==> config.mk <==
export PLATFORM = sky130hd
export DESIGN_NAME = presence_write_protect_fsm
export DESIGN_NICKNAME = d
export VERILOG_FILES = /design/src/rtl/core/pwp_pkg.sv /design/src/rtl/core/presence_write_protect_fsm.sv /design/src/rtl/core/pwp_in_stage.sv /design/src/rtl/core/pwp_eval.sv /design/src/rtl/core/pwp_out_stage.sv
export SDC_FILE = /design/constraint.sdc
export NUM_CORES = 1
export LEC_CHECK = 0
export BUFFER_PORTS_ARGS = -buffer_cell sky130_fd_sc_hd__buf_2
export CAP_MARGIN = 20
export CORE_UTILIZATION = 45
export CTS_CLUSTER_SIZE = 40
export DETAILED_ROUTE_END_ITERATION = 10
export GPL_TIMING_DRIVEN = 0
export PLACE_DENSITY = 0.74
export SETUP_SLACK_MARGIN = 0.4
export SLEW_MARGIN = 25
export SYNTH_ARGS = -nofsm -noshare
export SYNTH_HDL_FRONTEND = slang
export SYNTH_SLANG_ARGS = --single-unit
==> constraint.sdc <==
create_clock -name clk -period 6.4 [get_ports clk]
set_input_delay 0.64 -clock clk [delete_from_list [all_inputs] [get_ports clk]]
set_output_delay 0.64 -clock clk [all_outputs]
set_load 0.01 [all_outputs]
==> src/rtl/core/pwp_pkg.sv <==
`timescale 1ns / 1ps

package pwp_pkg;

  // Ownership state codes.
  localparam logic [2:0] ST_NOT_OWNED    = 3'd0;
  localparam logic [2:0] ST_REMOVAL_WAIT = 3'd1;
  localparam logic [2:0] ST_PRESS_WAIT   = 3'd2;
  localparam logic [2:0] ST_FAILED       = 3'd3;
  localparam logic [2:0] ST_OWNED        = 3'd4;

  // Action codes of an input word.
  localparam logic [1:0] ACT_CHECK   = 2'd0;
  localparam logic [1:0] ACT_PROOF   = 2'd1;
  localparam logic [1:0] ACT_FORCE   = 2'd2;
  localparam logic [1:0] ACT_FOLLOW  = 2'd3;

  // Request codes.
  localparam logic [1:0] FLAG_NONE   = 2'd0;
  localparam logic [1:0] FLAG_SET    = 2'd1;
  localparam logic [1:0] FLAG_CLEAR  = 2'd2;
  localparam logic [1:0] DET_NONE    = 2'd0;
  localparam logic [1:0] DET_START   = 2'd1;
  localparam logic [1:0] DET_ABORT   = 2'd2;
  localparam logic [1:0] SLEEP_NONE  = 2'd0;
  localparam logic [1:0] SLEEP_ALLOW = 2'd1;
  localparam logic [1:0] SLEEP_BLOCK = 2'd2;

  // Configuration register indexes.
  localparam logic [1:0] CFG_DELAY_REQUIRED = 2'd0;
  localparam logic [1:0] CFG_REMOVAL_DELAY  = 2'd1;
  localparam logic [1:0] CFG_PRESS_TIMEOUT  = 2'd2;

  // Reset values: two and five minutes in microseconds.
  localparam logic [31:0] REMOVAL_DELAY_RST = 32'd120000000;
  localparam logic [31:0] PRESS_TIMEOUT_RST = 32'd300000000;

  typedef struct packed {
    logic [1:0]  action;
    logic        battery_present;
    logic        saved_ownership;
    logic        detect_busy;
    logic        forced_level;
    logic [63:0] now;
  } item_t;

  typedef struct packed {
    logic        owner_proven;
    logic        protect_level;
    logic        forcing_level;
    logic [2:0]  owner_state;
    logic [1:0]  flag_request;
    logic [1:0]  detect_request;
    logic [1:0]  sleep_request;
  } result_t;

  typedef struct packed {
    logic        valid;
    logic [1:0]  index;
    logic [31:0] data;
  } cfg_wr_t;

endpackage

==> src/rtl/core/presence_write_protect_fsm.sv <==
`timescale 1ns / 1ps

// A word accepted into the input register is evaluated there and loaded into
// the result register, where its result word waits until it is taken.
// Throughput: one word per cycle unless out_ready stalls it; the state update
// and the result load happen together, so the next word always sees the new state.
// Reset (rst_n low, synchronous): state not owned, deadlines zero, protect
// asserted, forcing off, configuration back to its defaults, both stages empty.
module presence_write_protect_fsm (
  input  logic        clk,
  input  logic        rst_n,
  input  logic        in_valid,
  output logic        in_ready,
  input  logic [1:0]  in_action,
  input  logic        in_battery_present,
  input  logic        in_saved_ownership,
  input  logic        in_detect_busy,
  input  logic        in_forced_level,
  input  logic [63:0] in_now,
  output logic        out_valid,
  input  logic        out_ready,
  output logic        out_owner_proven,
  output logic        out_protect_level,
  output logic        out_forcing_level,
  output logic [2:0]  out_owner_state,
  output logic [1:0]  out_flag_request,
  output logic [1:0]  out_detect_request,
  output logic [1:0]  out_sleep_request,
  input  logic        cfg_valid,
  output logic        cfg_ready,
  input  logic [1:0]  cfg_index,
  input  logic [31:0] cfg_data
);

  pwp_pkg::item_t   in_item;
  pwp_pkg::item_t   item;
  pwp_pkg::result_t result;
  pwp_pkg::result_t out_result;
  pwp_pkg::cfg_wr_t cfg_wr;
  logic             item_valid;
  logic             can_load;
  logic             fire;

  // Configuration writes are always taken; the user must let them arrive only while idle, unenforced by the block.
  assign cfg_ready    = 1'b1;
  assign cfg_wr.valid = cfg_valid;
  assign cfg_wr.index = cfg_index;
  assign cfg_wr.data  = cfg_data;

  assign in_item.action          = in_action;
  assign in_item.battery_present = in_battery_present;
  assign in_item.saved_ownership = in_saved_ownership;
  assign in_item.detect_busy     = in_detect_busy;
  assign in_item.forced_level    = in_forced_level;
  assign in_item.now             = in_now;

  // A word is evaluated when one sits in the input register and the result
  // register is free or being emptied in this cycle.
  assign fire = item_valid && can_load;

  pwp_in_stage u_in (
    .clk        (clk),
    .rst_n      (rst_n),
    .in_valid   (in_valid),
    .in_ready   (in_ready),
    .in_item    (in_item),
    .consume    (fire),
    .item_valid (item_valid),
    .item       (item)
  );

  pwp_eval u_eval (
    .clk    (clk),
    .rst_n  (rst_n),
    .cfg_wr (cfg_wr),
    .fire   (fire),
    .item   (item),
    .result (result)
  );

  pwp_out_stage u_out (
    .clk        (clk),
    .rst_n      (rst_n),
    .load       (fire),
    .result     (result),
    .can_load   (can_load),
    .out_valid  (out_valid),
    .out_ready  (out_ready),
    .out_result (out_result)
  );

  assign out_owner_proven   = out_result.owner_proven;
  assign out_protect_level  = out_result.protect_level;
  assign out_forcing_level  = out_result.forcing_level;
  assign out_owner_state    = out_result.owner_state;
  assign out_flag_request   = out_result.flag_request;
  assign out_detect_request = out_result.detect_request;
  assign out_sleep_request  = out_result.sleep_request;

endmodule

==> src/rtl/core/pwp_in_stage.sv <==
`timescale 1ns / 1ps

// Input register: holds one word until the evaluation stage consumes it.
module pwp_in_stage (
  input  logic          clk,
  input  logic          rst_n,
  input  logic          in_valid,
  output logic          in_ready,
  input  pwp_pkg::item_t in_item,
  input  logic          consume,
  output logic          item_valid,
  output pwp_pkg::item_t item
);

  logic           valid_r;
  logic           valid_nxt;
  pwp_pkg::item_t item_r;

  assign in_ready  = !valid_r || consume;
  assign valid_nxt = (in_valid && in_ready) ? 1'b1 : (consume ? 1'b0 : valid_r);

  always_ff @(posedge clk) begin
    if (!rst_n) begin
      valid_r <= 1'b0;
    end else begin
      valid_r <= valid_nxt;
    end
  end

  always_ff @(posedge clk) begin
    if (in_valid && in_ready) begin
      item_r <= in_item;
    end
  end

  assign item_valid = valid_r;
  assign item       = item_r;

endmodule

==> src/rtl/core/pwp_eval.sv <==
`timescale 1ns / 1ps

// Ownership state, deadlines, protect level and configuration registers,
// with the one-pass next-state logic for a word.
module pwp_eval (
  input  logic             clk,
  input  logic             rst_n,
  input  pwp_pkg::cfg_wr_t cfg_wr,
  input  logic             fire,
  input  pwp_pkg::item_t   item,
  output pwp_pkg::result_t result
);

  logic        delay_req_r;
  logic [31:0] removal_delay_r;
  logic [31:0] press_timeout_r;

  logic [2:0]  state_r,   state_nxt;
  logic [63:0] rdl_r,     rdl_nxt;
  logic [63:0] pdl_r,     pdl_nxt;
  logic        protect_r, protect_nxt;
  logic        forcing_r, forcing_nxt;

  // Evaluation results.
  logic [2:0]  ev_state;
  logic [63:0] ev_rdl;
  logic [63:0] ev_pdl;
  logic        ev_owned;
  logic [1:0]  ev_flag;
  logic [1:0]  ev_det;
  logic [1:0]  ev_sleep;

  logic [2:0]  st_eff;
  logic [31:0] addend;
  logic [63:0] deadline_sum;
  logic [63:0] deadline_cmp;
  logic        passed;

  // Configuration writes.
  always_ff @(posedge clk) begin
    if (!rst_n) begin
      delay_req_r     <= 1'b1;
      removal_delay_r <= pwp_pkg::REMOVAL_DELAY_RST;
      press_timeout_r <= pwp_pkg::PRESS_TIMEOUT_RST;
    end else if (cfg_wr.valid) begin
      unique case (cfg_wr.index)
        pwp_pkg::CFG_DELAY_REQUIRED: delay_req_r     <= cfg_wr.data[0];
        pwp_pkg::CFG_REMOVAL_DELAY:  removal_delay_r <= cfg_wr.data;
        pwp_pkg::CFG_PRESS_TIMEOUT:  press_timeout_r <= cfg_wr.data;
        default: ;
      endcase
    end
  end

  // Without the delay, or with the saved flag, the state is forced to owned.
  assign st_eff = (!delay_req_r || item.saved_ownership) ? pwp_pkg::ST_OWNED : state_r;

  // One shared adder and one shared compare serve both deadlines.
  assign addend       = (st_eff == pwp_pkg::ST_NOT_OWNED) ? removal_delay_r : press_timeout_r;
  assign deadline_sum = item.now + {32'd0, addend};
  assign deadline_cmp = (st_eff == pwp_pkg::ST_REMOVAL_WAIT) ? rdl_r : pdl_r;
  assign passed       = item.now >= deadline_cmp;

  always_comb begin
    ev_state = st_eff;
    ev_rdl   = rdl_r;
    ev_pdl   = pdl_r;
    ev_owned = 1'b0;
    ev_flag  = pwp_pkg::FLAG_NONE;
    ev_det   = pwp_pkg::DET_NONE;
    ev_sleep = pwp_pkg::SLEEP_NONE;
    if (item.battery_present) begin
      if (state_r == pwp_pkg::ST_PRESS_WAIT) begin
        ev_det = pwp_pkg::DET_ABORT;
      end
      if (item.saved_ownership) begin
        ev_flag = pwp_pkg::FLAG_CLEAR;
      end
      if (delay_req_r) begin
        ev_sleep = pwp_pkg::SLEEP_ALLOW;
      end
      ev_state = pwp_pkg::ST_NOT_OWNED;
      ev_rdl   = 64'd0;
      ev_pdl   = 64'd0;
    end else begin
      unique case (st_eff)
        pwp_pkg::ST_OWNED: begin
          if (delay_req_r && !item.saved_ownership) begin
            ev_flag = pwp_pkg::FLAG_SET;
          end
          ev_owned = 1'b1;
          ev_sleep = pwp_pkg::SLEEP_ALLOW;
        end
        pwp_pkg::ST_NOT_OWNED: begin
          ev_rdl   = deadline_sum;
          ev_state = pwp_pkg::ST_REMOVAL_WAIT;
          ev_sleep = pwp_pkg::SLEEP_BLOCK;
        end
        pwp_pkg::ST_REMOVAL_WAIT: begin
          if (passed) begin
            if (item.detect_busy) begin
              ev_state = pwp_pkg::ST_FAILED;
            end else begin
              ev_pdl   = deadline_sum;
              ev_state = pwp_pkg::ST_PRESS_WAIT;
              ev_det   = pwp_pkg::DET_START;
            end
          end
        end
        pwp_pkg::ST_PRESS_WAIT: begin
          if (passed) begin
            ev_det   = pwp_pkg::DET_ABORT;
            ev_state = pwp_pkg::ST_FAILED;
          end
        end
        default: begin
          // Failed and the unused codes just allow deep sleep.
          ev_sleep = pwp_pkg::SLEEP_ALLOW;
        end
      endcase
    end
  end

  // Action dispatch and the result word.
  always_comb begin
    state_nxt   = state_r;
    rdl_nxt     = rdl_r;
    pdl_nxt     = pdl_r;
    protect_nxt = protect_r;
    forcing_nxt = forcing_r;
    result      = '0;
    unique case (item.action)
      pwp_pkg::ACT_CHECK: begin
        state_nxt = ev_state;
        rdl_nxt   = ev_rdl;
        pdl_nxt   = ev_pdl;
        if (!forcing_r) begin
          protect_nxt = !ev_owned;
        end
      end
      pwp_pkg::ACT_PROOF: begin
        state_nxt = pwp_pkg::ST_OWNED;
      end
      pwp_pkg::ACT_FORCE: begin
        forcing_nxt = 1'b1;
        protect_nxt = item.forced_level;
      end
      default: begin
        forcing_nxt = 1'b0;
        state_nxt   = ev_state;
        rdl_nxt     = ev_rdl;
        pdl_nxt     = ev_pdl;
        protect_nxt = !ev_owned;
      end
    endcase
    if (item.action == pwp_pkg::ACT_CHECK || item.action == pwp_pkg::ACT_FOLLOW) begin
      result.owner_proven   = ev_owned;
      result.flag_request   = ev_flag;
      result.detect_request = ev_det;
      result.sleep_request  = ev_sleep;
    end
    result.protect_level = protect_nxt;
    result.forcing_level = forcing_nxt;
    result.owner_state   = state_nxt;
  end

  always_ff @(posedge clk) begin
    if (!rst_n) begin
      state_r   <= pwp_pkg::ST_NOT_OWNED;
      rdl_r     <= 64'd0;
      pdl_r     <= 64'd0;
      protect_r <= 1'b1;
      forcing_r <= 1'b0;
    end else if (fire) begin
      state_r   <= state_nxt;
      rdl_r     <= rdl_nxt;
      pdl_r     <= pdl_nxt;
      protect_r <= protect_nxt;
      forcing_r <= forcing_nxt;
    end
  end

endmodule

==> src/rtl/core/pwp_out_stage.sv <==
`timescale 1ns / 1ps

// Result register: a finished word waits here until it is taken.
module pwp_out_stage (
  input  logic             clk,
  input  logic             rst_n,
  input  logic             load,
  input  pwp_pkg::result_t result,
  output logic             can_load,
  output logic             out_valid,
  input  logic             out_ready,
  output pwp_pkg::result_t out_result
);

  logic             valid_r;
  logic             valid_nxt;
  pwp_pkg::result_t result_r;

  assign can_load  = !valid_r || out_ready;
  assign valid_nxt = load ? 1'b1 : (out_ready ? 1'b0 : valid_r);

  always_ff @(posedge clk) begin
    if (!rst_n) begin
      valid_r <= 1'b0;
    end else begin
      valid_r <= valid_nxt;
    end
  end

  always_ff @(posedge clk) begin
    if (load) begin
      result_r <= result;
    end
  end

  assign out_valid  = valid_r;
  assign out_result = result_r;

endmodule

==> impl_metrics.yaml, run 1 <==
timing:
  finClkSkew_ps: 17.7
  fin_crit_ps: 5740
  rsz0062_at_grt: "false"
  setup_violations: 0
  hold_viol: 0
  setup_ws_ps: 662
  relSlewSlack_pct: 33.8
  slew_violations: 0
  tightestPinTransition_ps: 992
  period_share_pct: 89.7
  clock.fmax_ghz: 0.174
  fin_setup_tns_ps: 0
yosys:
  post_synth_main_area_contributors: "dfxtp_1 28%, edfxtp_1 17%, ha_1 8.7%"
  synth_compound_area_share_pct: 15.3
  synth_fp_nets: 1720
  netlist_instances: 1510
  synthXorXnorAreaFrac_pct: 3.15
  synth_top_family_by_area: "simple AND/OR/NAND/NOR gates"
  synthSimpleGateAreaFrac_pct: 16.6
  ys_types: 73
  synth_top_area_cell: "dfxtp_1"
  synth_area_um2: 14500
  synth_top_area_share_pct: 27.7
  synth_enable_flop_cells: 82
  synth.yosys.seq_area_share_pct: 44.7
  avgSynthCellArea_um2: 9.57
  synthArstFlopShare_pct: 0
  ys.flop_type: "dfxtp_1"
  yosysWarningCount: 0
  synthAdderAreaFrac_pct: 8.80
  ys_ff_latch: 282
  synthMuxAreaShare_pct: 8.74
global_route:
  globalRouteMet2Util_pct: 39.6
  grt_pass1_vias: 11776
  grt_use_met1_pct: 30.1
  overflow: 0
  grt_max_degree: 39
  grtUsageTotal_pct: 23.5
  grt_use_met3_pct: 3.49
  antenna_found_initial: 0
  grt_pass1_wl_um: 61600
  gr-max-usage-layer: "met2"
drt:
  drtAntennaViolNets: 0
  vias_per_cell: 5.79
  routed_wl_um: 38900
  drc_errors: 0
  num_vias: 12110
  drt_iter0_drc: 901
  dr.pass1.iters: 5
  wl_per_cell_um: 18.6
setup_path:
  reg2reg_slack_ps: 660
  crit_chain: "nand2b_1 -> clkbuf_1 -> nor4_2 -> buf_2 -> clkbuf_1 -> mux2_2 -> ha_1 -> buf_2 -> nand4_1 -> or4_1 -> a211oi_2 -> o21ai_2 -> a211oi_2 -> o32a_2 -> buf_6 -> nand3_1 -> xnor2_1 -> a32o_1"
  cp_slowest_cell: "clkbuf_1"
  setup.worst_path.start_class: "register"
  reg2reg_depth: 18
  critPathCapture: "u_eval.rdl_r[62]$_SDFFE_PN0P_"
  cp.arrival_ps: 6210
  worst-path-buf-inv: 5
  reg2reg_to: "u_eval.rdl_r[62]$_SDFFE_PN0P_"
  critPathMaxStageDelay_ps: 560
  crit_path_end_kind: "register"
  r2r-start: "u_eval.delay_req_r$_SDFFE_PN1P_"
  path_class: "register to register"
  crit_family: "compound AO/OA/AOI/OAI gates"
  critPathMaxFanout: 10
  startpoint: "u_eval.delay_req_r$_SDFFE_PN1P_"
  cp.depth: 18
  critPathRequiredTime_ps: 6870
cells_and_area:
  utilization_pct: 53.0
  diodes: 0
  nNetsFinal: 1877
  fillers: 2829
  area_growth_pct: 15.7
  drive_gt1_share_pct: 14.6
  final_area_um2: 16700
cts:
  clk_latency_ps: 570
  cts_buffers: 31
  cts.clk_slew.worst_paths_ps: 60
  cts_setup_buffers: 0
  cts_root_buf: "clkbuf_16"
  htree_levels: 1
  cts_buffer_depth: 3
  cts_tree: "built"
  clock_sinks: 282
place:
  port_buffers: 122
  gp_congestion: 0.928
  place_area_um2: 15600
  dp_slack_ps: 242
  dp_hpwl_um: 28700
worst_hold_path:
  hold_depth: 1
  hold_class: "primary input to register"
job:
  maxCapViolations: 0
run_status:
  status: "finished clean"
die:
  core_area_um2: 31600
  dieArea_um2: 32800
  initial_core_util_pct: 45.8
  num_rows: 65
  dieWidth_um: 181
  io_pins: 124
  die_h_um: 181
power_and_ir_drop:
  irDropWorstVdd_mv: 0.217
  leakagePower_uw: 0.00699
  power_density_nw_per_um2: 266
## cell type report
type,count,area [um2],share of cell area [%]
Timing Repair Buffer,124,636,3.80
Sequential cell,282,6470,38.7
Multi-Input combinational cell,1133,7620,45.6
Clock inverter,12,171,1.02
Tap cell,402,503,3.01
Clock buffer,45,931,5.57
Inverter,14,52.6,0.314
Buffer,81,340,2.04
## sequential cells by signal (all words and copies together), names as in the netlist
name	cells
u_eval.delay_req_r	1
u_eval.forcing_r	1
u_eval.pdl_r	64
u_eval.press_timeout_r	32
u_eval.protect_r	1
u_eval.rdl_r	64
u_eval.removal_delay_r	32
u_eval.state_r	3
u_in.item	70
u_in.item_valid	1
u_out.out_result	12
u_out.out_valid	1
## worst reg2reg max path, delay by kind of cell (launching register included)
kind | cells | cell delay (ps)
muxes | 1 | 420
AOI/OAI and AO/OA | 5 | 1490
and+or+nand+nor | 5 | 1320
adders and majority gates | 1 | 270
DFF | 1 | 500
buffers and inverters | 5 | 1430
xor gates and xnor gates | 1 | 210
## cells by family (layout without fill, tap and decap cells)
| kind of cell | after synthesis | count (layout) |
|---|---|---|
| AND/OR/NAND/NOR | 524 | 524 |
| AO/OA/AOI/OAI | 333 | 333 |
| flip-flops | 282 | 282 |
| multiplexers | 122 | 122 |
| adder cells (fa/ha/maj) | 101 | 101 |
| buffers and inverters | 95 | 276 |
| XOR/XNOR | 52 | 52 |
| other | 1 | 1 |
## metrics by stage
step | hold WS [ps] | total power [uW] | cells
6_report | 238 | 4450 | 2093
5_1_grt | 219 | 4610 | 2093
4_1_cts | 221 | 4460 | 2093
3_5_place_dp | 439 | 2570 | 2036
3_3_place_gp | 432 | 2560 | 2034
2_1_floorplan | 424 | 2380 | 1510
## metal layers
| metal | wire length, um | vias to the layer above |
|---|---|---|
| li1 | - | 5822 |
| met1 | 16800 | 5801 |
| met2 | 18300 | 405 |
| met3 | 2350 | 82 |
| met4 | 1520 | 0 |
| met5 | 0 | - |
## Yosys cell counts (all sizes together), types with 14 or more instances
cell type	number
a22o	28
nand2b	15
a21oi	132
nand3	52
nand2	244
buf	15
xor2	20
a211oi	15
mux2	33
clkbuf	66
ha	100
edfxtp	82
inv	14
a32o	24
mux2i	89
nor2	83
and3	18
xnor2	32
o21ai	52
a21o	17
dfxtp	200
nor3	28
nand4	28
## what timing repair did
item	in CTS	in global routing
hold buffers	0	0
gates resized for setup	4	5
endpoints found under the setup margin	50	57
pin swaps	0	0
endpoints found under the hold margin	0	0
## placed cells by master, fill, tap and decap left out, types with 20 or more instances in the layout
cell type	n
nand4_1	28
edfxtp_1	82
nor3_1	27
nand3_1	52
mux2i_1	89
ha_1	100
buf_2	129
nand2_1	242
clkbuf_16	33
dfxtp_1	200
mux2_2	33
clkbuf_1	67
a22o_1	28
xnor2_1	32
xor2_1	20
a21oi_1	131
nor2_1	83
a32o_1	24
o21ai_0	50
## worst min-delay path by stage
stage	start	endpoint	slack (ps)
after floorplan	u_eval.rdl_r[35]$_SDFFE_PN0P_	u_eval.rdl_r[35]$_SDFFE_PN0P_	420
after global placement	u_eval.rdl_r[51]$_SDFFE_PN0P_	u_eval.rdl_r[51]$_SDFFE_PN0P_	430
after detailed placement	u_eval.rdl_r[51]$_SDFFE_PN0P_	u_eval.rdl_r[51]$_SDFFE_PN0P_	440
after CTS	in_now[58]	u_in.item[58]$_DFFE_PP_	220
after global routing	in_now[58]	u_in.item[58]$_DFFE_PP_	220
final	in_now[2]	u_in.item[2]$_DFFE_PP_	240
## power breakdown
part	total, uW	internal [uW]	leakage [uW]	switching (uW)
Sequential	1950	1910	0.00242	47.7
Combinational	594	230	0.00404	364
Clock	1900	1170	0.000536	735
Total	4450	3300	0.00699	1150
No activity file was read; power rests on OpenSTA's default activity.
==> run 2, diff against run 1 <==
--- a/config.mk
+++ b/config.mk
@@ -13,6 +13,7 @@
 export GPL_TIMING_DRIVEN = 0
 export PLACE_DENSITY = 0.74
 export SETUP_SLACK_MARGIN = 0.4
+export SKIP_CTS_REPAIR_TIMING = 1
 export SLEW_MARGIN = 25
 export SYNTH_ARGS = -nofsm -noshare
 export SYNTH_HDL_FRONTEND = slang
==> constraint.sdc (replaced) <==
create_clock -name clk -period 6.4 [get_ports clk]
set_input_delay 0.64 -clock clk [delete_from_list [all_inputs] [get_ports clk]]
set_output_delay 0.64 -clock clk [all_outputs]
set_load 0.1 [all_outputs]
==> impl_metrics.yaml, run 2 (synthesized netlist as in run 1, its figures left out) <==
run_status:
  status: "finished clean"
die:
  io_pins: 124
  dieArea_um2: 32800
  die_h_um: 181
  core_area_um2: 31600
  num_rows: 65
  initial_core_util_pct: 45.8
  dieWidth_um: 181
setup_path:
  cp_slowest_cell: "clkbuf_1"
  crit_chain: "nand2b_1 -> clkbuf_1 -> nor4_2 -> buf_2 -> clkbuf_1 -> mux2_2 -> ha_1 -> buf_2 -> nand4_1 -> or4_1 -> a211oi_2 -> o21ai_2 -> a211oi_2 -> o32a_2 -> buf_6 -> nand3_1 -> xnor2_1 -> a32o_1"
  setup.worst_path.start_class: "register"
  critPathRequiredTime_ps: 6870
  critPathMaxStageDelay_ps: 560
  crit_path_end_kind: "register"
  critPathMaxFanout: 10
  cp.arrival_ps: 6210
  path_class: "register to register"
timing:
  finClkSkew_ps: 15.6
  setup_ws_ps: 659
  period_share_pct: 89.7
  hold_ws_ps: 237
  fin_crit_ps: 5740
  fin_setup_tns_ps: 0
  relSlewSlack_pct: 33.6
  hold_viol: 0
  rsz0062_at_grt: "false"
  setup_violations: 0
  slew_violations: 0
  clock.fmax_ghz: 0.174
  tightestPinTransition_ps: 995
place:
  dp_slack_ps: 242
  dp.cells: 2036
  dp_hpwl_um: 28700
  port_buffers: 122
  gp_congestion: 0.928
cts:
  clock_sinks: 282
  cts_buffer_depth: 3
  cts_tree: "built"
  clk_latency_ps: 570
  htree_levels: 1
  cts.clk_slew.worst_paths_ps: 60
  cts_root_buf: "clkbuf_16"
  cts_buffers: 31
drt:
  wl_per_cell_um: 18.6
  num_vias: 12096
  vias_per_cell: 5.78
  dr.pass1.iters: 7
  drc_errors: 0
  routed_wl_um: 38900
  drt_iter0_drc: 907
  drtAntennaViolNets: 0
cells_and_area:
  diodes: 0
  nNetsFinal: 1877
  drive_gt1_share_pct: 14.7
  layout.cells.most_common: "nand2_1"
  largest_register_ffs: 70
  final_cell_mix: "242 x nand2_1, 200 x dfxtp_1, 131 x a21oi_1"
  fillers: 2829
  area_growth_pct: 15.7
  final_cells: 2093
global_route:
  globalRouteMet2Util_pct: 39.6
  grt_pass1_vias: 11776
  overflow: 0
  grt_use_met3_pct: 3.49
  antenna_found_initial: 0
  grt_pass1_wl_um: 61600
  grt_use_met1_pct: 30.1
  gr-max-usage-layer: "met2"
  grt_max_degree: 39
  grtUsageTotal_pct: 23.5
power_and_ir_drop:
  swShare_pct: 26.3
  irDropWorstVdd_mv: 0.217
  clkPwrFrac_pct: 42.5
  p_int_uw: 3300
  power_frac_comb_pct: 13.9
  switchingPower_uw: 1180
  leakagePower_uw: 0.00699
  power_density_nw_per_um2: 268
  seq_power_share_pct: 43.6
job:
  maxCapViolations: 0
worst_hold_path:
  hold_class: "primary input to register"
run 2: worst paths after layout:
| kind | slack [ps] | end | from | depth (start not counted) |
|---|---|---|---|---|
| max | 660 | u_eval.rdl_r[62]$_SDFFE_PN0P_ | u_eval.delay_req_r$_SDFFE_PN1P_ | 18 |
| min reg2reg | 450 | u_eval.pdl_r[30]$_SDFFE_PN0P_ | u_eval.pdl_r[30]$_SDFFE_PN0P_ | 2 |
| max reg2reg | 660 | u_eval.rdl_r[62]$_SDFFE_PN0P_ | u_eval.delay_req_r$_SDFFE_PN1P_ | 18 |
| min | 240 | u_in.item[2]$_DFFE_PP_ | in_now[2] | 1 |
run 2: final cells by class:
class,count,area [um2],share of cell area [%]
inverters,14,52.6,0.314
clock buffers,45,931,5.57
clock inverters,12,171,1.02
flip-flops and latches,282,6470,38.7
well taps,402,503,3.01
repair buffers,124,636,3.80
plain buffers,81,340,2.03
multi-input cells,1133,7630,45.6
run 2: stage by stage:
stage | cell area (um2) | util [%] | power [uW]
global route | 16700 | 53.0 | 4640
detailed placement | 15600 | 49.4 | 2600
CTS | 16700 | 52.9 | 4490
floorplan | 14500 | - | 2410
finish | 16700 | 53.0 | 4480
global placement | 15600 | 49.3 | 2590
run 2: routing by layer:
metal	vias to the layer above	wire length (um)
met5	-	0
met4	0	1590
met3	87	2250
met2	390	18300
met1	5799	16800
li1	5820	-
run 2: power by group through the flow:
stage / combinational [uW] / sequential, uW / clock, uW
after CTS: 616 / 1950 / 1920
after global placement: 596 / 1990 / 0
after global routing: 683 / 1960 / 2000
final: 624 / 1950 / 1900
after floorplan: 404 / 2000 / 0
after detailed placement: 610 / 1990 / 0
run 2: critical path, delay by kind of cell, from the launching register on:
family / cells / cell delay (ps)
compound gates: 5 / 1480
xor+xnor: 1 / 210
fa+ha+maj: 1 / 270
buf+inv: 5 / 1430
flops: 1 / 500
mux: 1 / 420
simple gates: 5 / 1320
==> run 3, diff against run 2 <==
--- a/config.mk
+++ b/config.mk
@@ -14,7 +14,7 @@
 export PLACE_DENSITY = 0.74
 export SETUP_SLACK_MARGIN = 0.4
 export SKIP_CTS_REPAIR_TIMING = 1
-export SLEW_MARGIN = 25
+export SLEW_MARGIN = 5
 export SYNTH_ARGS = -nofsm -noshare
 export SYNTH_HDL_FRONTEND = slang
 export SYNTH_SLANG_ARGS = --single-unit
==> constraint.sdc (replaced) <==
create_clock -name clk -period 5.8 [get_ports clk]
set_input_delay 0.58 -clock clk [delete_from_list [all_inputs] [get_ports clk]]
set_output_delay 0.58 -clock clk [all_outputs]
set_load 0.1 [all_outputs]
==> impl_metrics.yaml, run 3 (synthesized netlist as in run 1, its figures left out) <==
run_status:
  status: "finished clean"
power_and_ir_drop:
  irDropWorstVdd_mv: 0.225
  leakagePower_uw: 0.00697
  power_density_nw_per_um2: 282
place:
  gp_congestion: 0.928
  dp_hpwl_um: 28700
  port_buffers: 122
cells_and_area:
  regArea_um2: 6470
  nNetsFinal: 1877
  layout.cells.most_common: "nand2_1"
  largest_register_ffs: 70
  final_cell_mix: "242 x nand2_1, 200 x dfxtp_1, 131 x a21oi_1"
  drive_gt1_share_pct: 15.1
  multiInputGateArea_um2: 7670
  fillers: 2835
  area_growth_pct: 15.3
  diodes: 0
die:
  die_h_um: 181
  initial_core_util_pct: 45.8
  dieWidth_um: 181
  dieArea_um2: 32800
  core_area_um2: 31600
  num_rows: 65
  io_pins: 124
global_route:
  overflow: 0
  grt_pass1_wl_um: 61700
  grt_pass1_vias: 11772
  grtUsageTotal_pct: 23.5
  antenna_found_initial: 0
  grt_max_degree: 39
setup_path:
  r2r-start: "u_eval.delay_req_r$_SDFFE_PN1P_"
  reg2reg_to: "u_eval.pdl_r[10]$_SDFFE_PN0P_"
  critPathCapture: "u_eval.pdl_r[10]$_SDFFE_PN0P_"
  crit_family: "buffers and inverters"
  reg2reg_depth: 18
  critPathMaxFanout: 10
  cp.arrival_ps: 5590
  reg2reg_slack_ps: 630
  crit_path_end_kind: "register"
  setup.worst_path.start_class: "register"
  critPathMaxStageDelay_ps: 510
  cp_slowest_cell: "dfxtp_1"
  crit_chain: "nand2b_1 -> clkbuf_1 -> or3_1 -> clkbuf_2 -> clkbuf_4 -> mux2i_1 -> ha_1 -> nand2_1 -> nor3_1 -> a2111oi_1 -> a31oi_1 -> nor4_2 -> o221ai_2 -> a22oi_2 -> clkbuf_4 -> buf_4 -> mux2i_1 -> nor2_1"
  cp.depth: 18
  critPathRequiredTime_ps: 6220
  worst-path-buf-inv: 5
  path_class: "register to register"
  startpoint: "u_eval.delay_req_r$_SDFFE_PN1P_"
drt:
  dr.pass1.iters: 5
  vias_per_cell: 5.82
  drtAntennaViolNets: 0
  wl_per_cell_um: 18.6
  drt_iter0_drc: 955
  routed_wl_um: 38900
  drc_errors: 0
  num_vias: 12185
timing:
  finClkSkew_ps: 9.75
  setup_violations: 0
  hold_ws_ps: 200
  rsz0062_at_grt: "true"
  clock.fmax_ghz: 0.194
  fin_setup_tns_ps: 0
  hold_viol: 0
  period_share_pct: 89.1
  tightestPinTransition_ps: 846
  slew_violations: 0
  relSlewSlack_pct: 43.6
  fin_crit_ps: 5170
cts:
  cts_tree: "built"
  htree_levels: 1
  clk_latency_ps: 560
  cts_buffer_depth: 3
  clock_sinks: 282
  cts.clk_slew.worst_paths_ps: 60
  cts_root_buf: "clkbuf_16"
  cts_buffers: 30
worst_hold_path:
  hold_class: "primary input to register"
job:
  maxCapViolations: 0
[run 3: layout make-up]
class                           count  share of cell area [%]
Multi-Input combinational cell   1133                    46.0
Sequential cell                   282                    38.8
Clock buffer                       47                    5.44
Timing Repair Buffer              125                    3.88
Tap cell                          402                    3.02
Buffer                             81                    2.19
Inverter                           14                   0.315
Clock inverter                      9                   0.308
[run 3: per-stage QoR]
stage	setup WS (ps)	instance area (um2)	instances	total power [uW]	util (%)
6_report	632	16700	2093	4700	52.8
4_1_cts	-384	16600	2092	4720	52.5
3_3_place_gp	-964	15600	2034	2860	49.3
3_5_place_dp	-367	15600	2036	2870	49.4
5_1_grt	393	16700	2093	4890	52.8
2_1_floorplan	1120	14500	1510	2660	-
[run 3: routing by layer]
metal  part of all wire, %  track usage (%)  vias up
met2                    48             40.3      395
met1                    44             30.6     5895
met3                   5.4             2.54       67
li1                      -                -     5828
met5                     0                0        -
met4                   3.0             7.86        0
[run 3: how the worst min path moves through the flow]
| stage | startpoint | end | slack, ps | cells past startpoint |
|---|---|---|---|---|
| floorplan | u_eval.rdl_r[35]$_SDFFE_PN0P_ | u_eval.rdl_r[35]$_SDFFE_PN0P_ | 420 | 2 |
| global placement | u_eval.rdl_r[51]$_SDFFE_PN0P_ | u_eval.rdl_r[51]$_SDFFE_PN0P_ | 430 | 1 |
| detailed placement | u_eval.rdl_r[51]$_SDFFE_PN0P_ | u_eval.rdl_r[51]$_SDFFE_PN0P_ | 440 | 1 |
| CTS | in_now[11] | u_in.item[11]$_DFFE_PP_ | 170 | 1 |
| global route | in_now[13] | u_in.item[13]$_DFFE_PP_ | 180 | 1 |
| finish | in_now[7] | u_in.item[7]$_DFFE_PP_ | 200 | 1 |
[run 3: power by group]
group          total [uW]  switching [uW]  internal, uW
logic                 695             438           257
clock network        1850             780          1070
registers            2160            53.0          2100
total                4700            1270          3430
[run 3: worst register-to-register path, cell delays in order (launching register included)]
cell and delay, ps:
dfxtp_1 510, nand2b_1 90, clkbuf_1 200, or3_1 430, clkbuf_2 270, clkbuf_4 320, mux2i_1 270, ha_1 290
nand2_1 120, nor3_1 70, a2111oi_1 390, a31oi_1 180, nor4_2 510, o221ai_2 290, a22oi_2 290, clkbuf_4 270
buf_4 260, mux2i_1 240, nor2_1 60
